**src/sv/pls_pkg.sv**
```systemverilog
package pls_pkg;

	localparam int KIND_W      = 2;
	localparam int POS_W       = 4;
	localparam int ITEM_W      = 32;
	localparam int STATUS_W    = 2;
	localparam int COUNT_OUT_W = 5;

	localparam int DEF_CAPACITY   = 16;
	localparam int DEF_DATA_WIDTH = 32;

	localparam logic [KIND_W-1:0] KIND_INSERT = 2'd0;
	localparam logic [KIND_W-1:0] KIND_REMOVE = 2'd1;
	localparam logic [KIND_W-1:0] KIND_READ   = 2'd2;

	localparam logic [STATUS_W-1:0] STATUS_DONE  = 2'd0;
	localparam logic [STATUS_W-1:0] STATUS_RANGE = 2'd1;
	localparam logic [STATUS_W-1:0] STATUS_FULL  = 2'd2;

	typedef struct packed {
		logic exec;
	} pls_cmd_t;

endpackage

```
**src/sv/pls_req_if.sv**
```systemverilog
interface pls_req_if
	import pls_pkg::*;
();
	logic              valid;
	logic              ready;
	logic [KIND_W-1:0] kind;
	logic [POS_W-1:0]  position;
	logic [ITEM_W-1:0] item_data;

	modport source (output valid, output kind, output position, output item_data, input ready);
	modport sink (input valid, input kind, input position, input item_data, output ready);
endinterface

```
**src/sv/pls_rsp_if.sv**
```systemverilog
interface pls_rsp_if
	import pls_pkg::*;
();
	logic                   valid;
	logic                   ready;
	logic [STATUS_W-1:0]    status;
	logic [ITEM_W-1:0]      result_data;
	logic [COUNT_OUT_W-1:0] entry_count;

	modport source (output valid, output status, output result_data, output entry_count,
		input ready);
	modport sink (input valid, input status, input result_data, input entry_count,
		output ready);
endinterface

```
**src/sv/pls_ctrl.sv**
```systemverilog
module pls_ctrl
	import pls_pkg::*;
(
	input  logic     clk,
	input  logic     arst_n,
	input  logic     in_valid,
	output logic     in_ready,
	output logic     out_valid,
	input  logic     out_ready,
	output pls_cmd_t cmd
);

	typedef enum logic {
		ST_IDLE,
		ST_HOLD
	} state_t;

	state_t state_q;
	logic   accept;

	assign in_ready  = (state_q == ST_IDLE) || out_ready;
	assign accept    = in_valid && in_ready;
	assign cmd.exec  = accept;
	assign out_valid = (state_q == ST_HOLD);

	always_ff @(posedge clk or negedge arst_n) begin
		if (!arst_n) begin
			state_q <= ST_IDLE;
		end else begin
			unique case (state_q)
				ST_IDLE: begin
					if (accept) begin
						state_q <= ST_HOLD;
					end
				end
				ST_HOLD: begin
					if (out_ready && !accept) begin
						state_q <= ST_IDLE;
					end
				end
				default: begin
					state_q <= ST_IDLE;
				end
			endcase
		end
	end

endmodule

```
**src/sv/pls_datapath.sv**
```systemverilog
module pls_datapath
	import pls_pkg::*;
#(
	parameter int CAPACITY   = DEF_CAPACITY,
	parameter int DATA_WIDTH = DEF_DATA_WIDTH
) (
	input  logic                   clk,
	input  logic                   arst_n,
	input  pls_cmd_t               cmd,
	input  logic [KIND_W-1:0]      kind,
	input  logic [POS_W-1:0]       position,
	input  logic [ITEM_W-1:0]      item_data,
	output logic [STATUS_W-1:0]    status,
	output logic [ITEM_W-1:0]      result_data,
	output logic [COUNT_OUT_W-1:0] entry_count
);

	localparam int CW   = $clog2(CAPACITY + 1);
	localparam int IW   = $clog2(CAPACITY);
	localparam int CMPW = (CW > POS_W) ? CW : POS_W;

	logic [DATA_WIDTH-1:0] entries_q [CAPACITY];
	logic [CW-1:0]         count_q;
	logic [STATUS_W-1:0]   status_q;
	logic [ITEM_W-1:0]     result_q;
	logic [COUNT_OUT_W-1:0] ecount_q;

	logic [DATA_WIDTH-1:0] word;
	logic [DATA_WIDTH-1:0] rd_word;
	logic [IW-1:0]         pidx;
	logic                  pos_ok;
	logic                  full;
	logic                  do_ins;
	logic                  do_rem;
	logic [STATUS_W-1:0]   status_d;
	logic [ITEM_W-1:0]     result_d;
	logic [CW-1:0]         count_d;

	assign word    = DATA_WIDTH'(item_data);
	assign pidx    = IW'(position);
	assign rd_word = entries_q[pidx];
	assign pos_ok  = CMPW'(position) < CMPW'(count_q);
	assign full    = (count_q == CW'(CAPACITY));

	always_comb begin
		do_ins   = 1'b0;
		do_rem   = 1'b0;
		status_d = STATUS_RANGE;
		result_d = '0;
		count_d  = count_q;
		case (kind)
			KIND_INSERT: begin
				if (full) begin
					status_d = STATUS_FULL;
				end else begin
					status_d = STATUS_DONE;
					do_ins   = 1'b1;
					count_d  = count_q + CW'(1);
				end
			end
			KIND_REMOVE: begin
				if (pos_ok) begin
					status_d = STATUS_DONE;
					result_d = ITEM_W'(rd_word);
					do_rem   = 1'b1;
					count_d  = count_q - CW'(1);
				end
			end
			KIND_READ: begin
				if (pos_ok) begin
					status_d = STATUS_DONE;
					result_d = ITEM_W'(rd_word);
				end
			end
			default: begin
				status_d = STATUS_RANGE;
			end
		endcase
	end

	for (genvar g = 0; g < CAPACITY; g++) begin : g_slot
		logic [DATA_WIDTH-1:0] ins_src;
		logic [DATA_WIDTH-1:0] rem_src;
		logic                  rem_hit;

		if (g == 0) begin : g_head
			assign ins_src = word;
		end else begin : g_body
			assign ins_src = entries_q[g-1];
		end

		if (g == CAPACITY - 1) begin : g_tail
			assign rem_src = entries_q[g];
			assign rem_hit = 1'b0;
		end else begin : g_mid
			assign rem_src = entries_q[g+1];
			assign rem_hit = (IW'(g) >= pidx);
		end

		always_ff @(posedge clk) begin
			if (cmd.exec && do_ins) begin
				entries_q[g] <= ins_src;
			end else if (cmd.exec && do_rem && rem_hit) begin
				entries_q[g] <= rem_src;
			end
		end
	end

	always_ff @(posedge clk or negedge arst_n) begin
		if (!arst_n) begin
			count_q <= '0;
		end else if (cmd.exec) begin
			count_q <= count_d;
		end
	end

	always_ff @(posedge clk) begin
		if (cmd.exec) begin
			status_q <= status_d;
			result_q <= result_d;
			ecount_q <= COUNT_OUT_W'(count_d);
		end
	end

	assign status      = status_q;
	assign result_data = result_q;
	assign entry_count = ecount_q;

endmodule

```
**src/sv/positional_list_store.sv**
```systemverilog
// Bounded ordered list of payload words, up to CAPACITY entries.
// Request channel (req): kind selects insert at front, remove at position or
// read at position; position and item_data travel with every transfer.
// Response channel (rsp): one transfer per request carrying status (done,
// position out of range, list full), result_data (removed or read word, zero
// otherwise) and entry_count after the request.
// The response is valid the cycle after the request transfer.
// Throughput: one request per cycle while responses are taken; all entries
// shift in parallel through a register array in the datapath on insert and remove.
// The output register holds one response; req.ready stays high while that
// register is empty or being drained in the same cycle.
// When the receiver stalls, the response holds and req.ready drops until the
// response transfer completes.
// Reset clears the entry count and drops any pending response; stored words
// are not cleared and are never returned before being written.
module positional_list_store
	import pls_pkg::*;
#(
	parameter int CAPACITY   = DEF_CAPACITY,
	parameter int DATA_WIDTH = DEF_DATA_WIDTH
) (
	input logic        clk,
	input logic        arst_n,
	pls_req_if.sink    req,
	pls_rsp_if.source  rsp
);

	pls_cmd_t cmd;

	pls_ctrl u_ctrl (
		.clk       (clk),
		.arst_n    (arst_n),
		.in_valid  (req.valid),
		.in_ready  (req.ready),
		.out_valid (rsp.valid),
		.out_ready (rsp.ready),
		.cmd       (cmd)
	);

	pls_datapath #(
		.CAPACITY   (CAPACITY),
		.DATA_WIDTH (DATA_WIDTH)
	) u_datapath (
		.clk         (clk),
		.arst_n      (arst_n),
		.cmd         (cmd),
		.kind        (req.kind),
		.position    (req.position),
		.item_data   (req.item_data),
		.status      (rsp.status),
		.result_data (rsp.result_data),
		.entry_count (rsp.entry_count)
	);

endmodule

```
**src/flat_wrapper.sv**
```systemverilog
// flat-port wrapper written by rule: the top's interface ports become plain ports
module positional_list_store_flat import pls_pkg::*;
#(
	parameter int CAPACITY   = DEF_CAPACITY,
	parameter int DATA_WIDTH = DEF_DATA_WIDTH
)
  (clk, arst_n, req_valid, req_kind, req_position, req_item_data, req_ready, rsp_valid, rsp_status, rsp_result_data, rsp_entry_count, rsp_ready);
  pls_req_if req_i ();
  pls_rsp_if rsp_i ();
  input logic clk;
  input logic arst_n;
  input wire logic [$bits(req_i.valid)-1:0] req_valid;
  input wire logic [$bits(req_i.kind)-1:0] req_kind;
  input wire logic [$bits(req_i.position)-1:0] req_position;
  input wire logic [$bits(req_i.item_data)-1:0] req_item_data;
  output wire logic [$bits(req_i.ready)-1:0] req_ready;
  output wire logic [$bits(rsp_i.valid)-1:0] rsp_valid;
  output wire logic [$bits(rsp_i.status)-1:0] rsp_status;
  output wire logic [$bits(rsp_i.result_data)-1:0] rsp_result_data;
  output wire logic [$bits(rsp_i.entry_count)-1:0] rsp_entry_count;
  input wire logic [$bits(rsp_i.ready)-1:0] rsp_ready;
  assign req_i.valid = req_valid;
  assign req_i.kind = req_kind;
  assign req_i.position = req_position;
  assign req_i.item_data = req_item_data;
  assign req_ready = req_i.ready;
  assign rsp_valid = rsp_i.valid;
  assign rsp_status = rsp_i.status;
  assign rsp_result_data = rsp_i.result_data;
  assign rsp_entry_count = rsp_i.entry_count;
  assign rsp_i.ready = rsp_ready;
  positional_list_store #(.CAPACITY(CAPACITY), .DATA_WIDTH(DATA_WIDTH)) u_core (.clk(clk), .arst_n(arst_n), .req(req_i), .rsp(rsp_i));
endmodule
```
**config.mk**
```make
export PLATFORM = sky130hd
export DESIGN_NAME = positional_list_store_flat
export DESIGN_NICKNAME = d
export VERILOG_FILES = /design/src/sv/pls_pkg.sv /design/src/sv/pls_req_if.sv /design/src/sv/pls_rsp_if.sv /design/src/sv/pls_ctrl.sv /design/src/sv/pls_datapath.sv /design/src/sv/positional_list_store.sv /design/src/flat_wrapper.sv
export SDC_FILE = /design/constraint.sdc
export NUM_CORES = 1
export LEC_CHECK = 0
export ABC_CLOCK_PERIOD_IN_PS = 5400
export BUFFER_PORTS_ARGS = -buffer_cell sky130_fd_sc_hd__buf_2
export CORE_ASPECT_RATIO = 0.9
export CORE_MARGIN = 4
export CORE_UTILIZATION = 45
export CTS_BUF_LIST = sky130_fd_sc_hd__clkbuf_16
export DETAILED_ROUTE_END_ITERATION = 6
export GPL_ROUTABILITY_DRIVEN = 0
export PLACE_DENSITY_LB_ADDON = 0.05
export REMOVE_ABC_BUFFERS = 1
export SYNTH_ARGS = -nofsm -noshare
export SYNTH_HDL_FRONTEND = slang
export SYNTH_SLANG_ARGS = --single-unit
```
**constraint.sdc**
```tcl
create_clock -name clk -period 5.4 [get_ports clk]
set_clock_uncertainty 0.2 [all_clocks]
set_input_delay 1.08 -clock clk [delete_from_list [all_inputs] [get_ports clk]]
set_output_delay 1.08 -clock clk [all_outputs]
set_load 0.01 [all_outputs]
```
==> out/metrics.csv <==
stage;metric;value;unit
clock_tree;post_cts_buffers;0;
timing;setup_viol;0;
timing;period_needed;4.07;ns
final_layout;drive_above_1_share;0.511;
timing;final_max_slew_viol_count;0;
yosys;synth_compound_area_frac;0.0294;
place;io_buffers;82;
yosys;synth_edf_count;551;
setup_path;endpoint_kind;register;
yosys;synth.avg_cell_area;17.9;sq um
clock_tree;cts_buffer_depth;3;
final_layout;fillers;4959;
clock_tree;cts_root_buffer;clkbuf_16;
clock_tree;clock_latency;0.62;ns
clock_tree;post_cts_resized;0;
yosys;synth_top_family_by_area;multiplexers;
flow_run;drv_cap;0;
yosys;yosys-mux-area-fraction;0.318;
floorplan;die-area;0.0651;sq mm
yosys;synth_adder_area_share;0.00319;
status;status;complete, no violations;
clock_tree;cts_buffers;59;
yosys;yosys_warnings;0;
power;leakagePower;10.4;nW
timing;hold_viol;0;
setup_path;required;5.57;ns
floorplan;die_w;269;microns
place;placed_area;0.0293;sq mm
timing;setup_tns;0;ns
global_route;grt_max_degree;107;
timing;rsz0062_at_grt;no;
timing;max-slew-margin-rel;0.316;
yosys;synthCells;1537;
route;drt-total-wl;74600;microns
timing;fin_ws;1.33;ns
place;hpwlAfterDp;44900;microns
yosys;synthArstFlopShare;0.0108;
min_path;min_path_type;in -> async;
setup_path;crit_chain;inv_1 > ha_1 > a211oi_2 > o221ai_2 > or3_1 > buf_4 > or3_2 > buf_12 > mux2_4;
yosys;yosysTopAreaCellShare;0.602;
yosys;yosysSeqAreaShare;0.607;
yosys;synth_top_area_cell;edfxtp_1;
timing;timing.final.crit_share;0.754;
power;ir_drop;0.247;mV
setup_path;reg2reg_depth;9;
yosys;syn_area;0.0275;sq mm
yosys;synth_xor_area_frac;0.000956;
floorplan;initial_core_util;0.457;
floorplan;die_y;243;microns
route;routed_via_density;6.17;
route;drc_errors;0;
power;design_power_total;10.5;mW
clock_tree;cts_sinks;557;
setup_path;arrival;4.24;ns
global_route;grt_pass1_vias;15500;
floorplan;num_rows;85;
global_route;grt_pass1_wl;109000;microns
power;p_per_area;338;mW/mm^2
setup_path;cp_max_fo;17;
yosys;synth_seq_cells;557;
yosys;yosys.area_share.simple;0.0217;
timing;tightestPinTransition;1.02;ns
global_route;track_usage;0.228;
final_layout;fin_area;0.0312;sq mm
final_layout;final_cell_mix;551 x edfxtp_1, 425 x mux2_2, 128 x mux4_2;
clock_tree;cts_tree;done;
floorplan;core;0.0602;sq mm
final_layout;layout.nets;1685;
global_route;gr-total-overflow;0;
yosys;synth_cell_type_count;52;
route;drt_iter0_drc;1328;
timing;max_freq;0.246;GHz
final_layout;layout_commonest_cell;edfxtp_1;
global_route;antenna_found_initial;1;
route;avgRoutedWirePerCell;30.2;microns
final_layout;insertedDiodeCount;0;
yosys;ys.flop_type;edfxtp_1;
setup_path;crit_type;reg -> reg;
place;dp_slack;0.739;ns
floorplan;pin_count;83;
route;detail-route-antenna-nets;0;
clock_tree;postCtsHoldBufs;0;
route;firstDrtPassIters;5;
setup_path;critPathLaunchType;register;
clock_tree;clk_pin_slew;0.06;ns
clock_tree;htreeDepth;2;
yosys;synth.area.top_cells;edfxtp_1 60%, mux2_2 17%, mux4_2 10%;
final_layout;area_growth;13.5;%
route;vias;15200;
setup_path;slowest_delay;0.82;ns
setup_path;crit_slowest_cell;or3_2;
==> critical path, delay by kind of cell, from the launching register on <==
kind | cells | cell delay, ns
AO/OA/AOI/OAI | 2 | 0.53
adder cells (fa/ha/maj) | 1 | 0.33
buffers and inverters | 3 | 0.69
flip-flops | 1 | 0.53
multiplexers | 1 | 0.31
AND/OR/NAND/NOR | 2 | 1.19
==> through the flow <==
| step | utilization | std cells | hold WS, ns |
|---|---|---|---|
| detailed placement | 0.486 | 2358 | 0.259 |
| global placement | 0.486 | 2358 | 0.248 |
| floorplan | - | 1428 | 0.238 |
| finish | 0.519 | 2466 | 0.0830 |
| global route | 0.519 | 2466 | 0.0625 |
| CTS | 0.519 | 2466 | 0.0566 |
==> final cells by class <==
cell class,count,area [sq um],share of cell area
clock inverters,48,437,0.0140
flip-flops and latches,557,16700,0.535
clock buffers,60,1500,0.0481
inverters,11,41.3,0.00132
well taps,783,980,0.0314
multi-input cells,860,10500,0.337
repair buffers,147,1060,0.0339
==> synth_stat cells (8+ instances only) <==
library cell,number
o21ai_0,19
buf_2,55
clkbuf_1,33
mux2_4,30
nand2_1,11
inv_1,10
mux2_1,25
nor2_1,8
a21oi_1,13
buf_1,15
nor2b_1,35
mux2i_1,33
edfxtp_1,551
mux2_2,425
mux4_2,128
a211oi_1,64
==> cell families (layout without fill, tap and decap cells) <==
logic type / Yosys count / in the layout
AOI/OAI and AO/OA: 115 / 115
DFF: 557 / 557
buffers and inverters: 120 / 266
adders and majority gates: 7 / 7
xor gates and xnor gates: 3 / 3
and+or+nand+nor: 94 / 94
muxes: 641 / 641
==> flip-flops by register name, indices dropped and copies added (netlist names) <==
| register | cells |
|---|---|
| u_core.u_datapath.entry_count | 5 |
| u_core.u_datapath.entries_q | 512 |
| u_core.u_datapath.status | 2 |
| u_core.u_ctrl.out_valid | 1 |
| u_core.u_datapath.result_data | 32 |
| u_core.u_datapath.count_q | 5 |
==> worst paths after layout <==
kind                       slack [ns]                          startpoint                            endpoint
min                              0.08                              arst_n             u_core.u_ctrl.out_valid
min reg2reg                      0.28  u_core.u_datapath.entries_q[14][3]  u_core.u_datapath.entries_q[15][3]
max                              1.33        u_core.u_datapath.count_q[2]  u_core.u_datapath.entries_q[2][22]
max in group asynchronous        4.75                              arst_n        u_core.u_datapath.count_q[1]
min in group clk                 0.28  u_core.u_datapath.entries_q[14][3]  u_core.u_datapath.entries_q[15][3]
max reg2reg                      1.33        u_core.u_datapath.count_q[2]  u_core.u_datapath.entries_q[2][22]
==> layer usage <==
metal / vias up / track usage / wire length (microns)
met3: 79 / 0.0317 / 3390
met2: 403 / 0.359 / 35100
li1: 6498 / - / -
met1: 8227 / 0.341 / 34800
met5: - / 0 / 0
met4: 0 / 0.0469 / 1330
==> power breakdown <==
part	internal, mW	switching (mW)	total (mW)	leakage (nW)
sequential	5.05	0.158	5.21	5.14
clock	2.39	1.75	4.14	0.998
combinational	0.516	0.673	1.19	4.27
(Power assumes the default switching activity.)
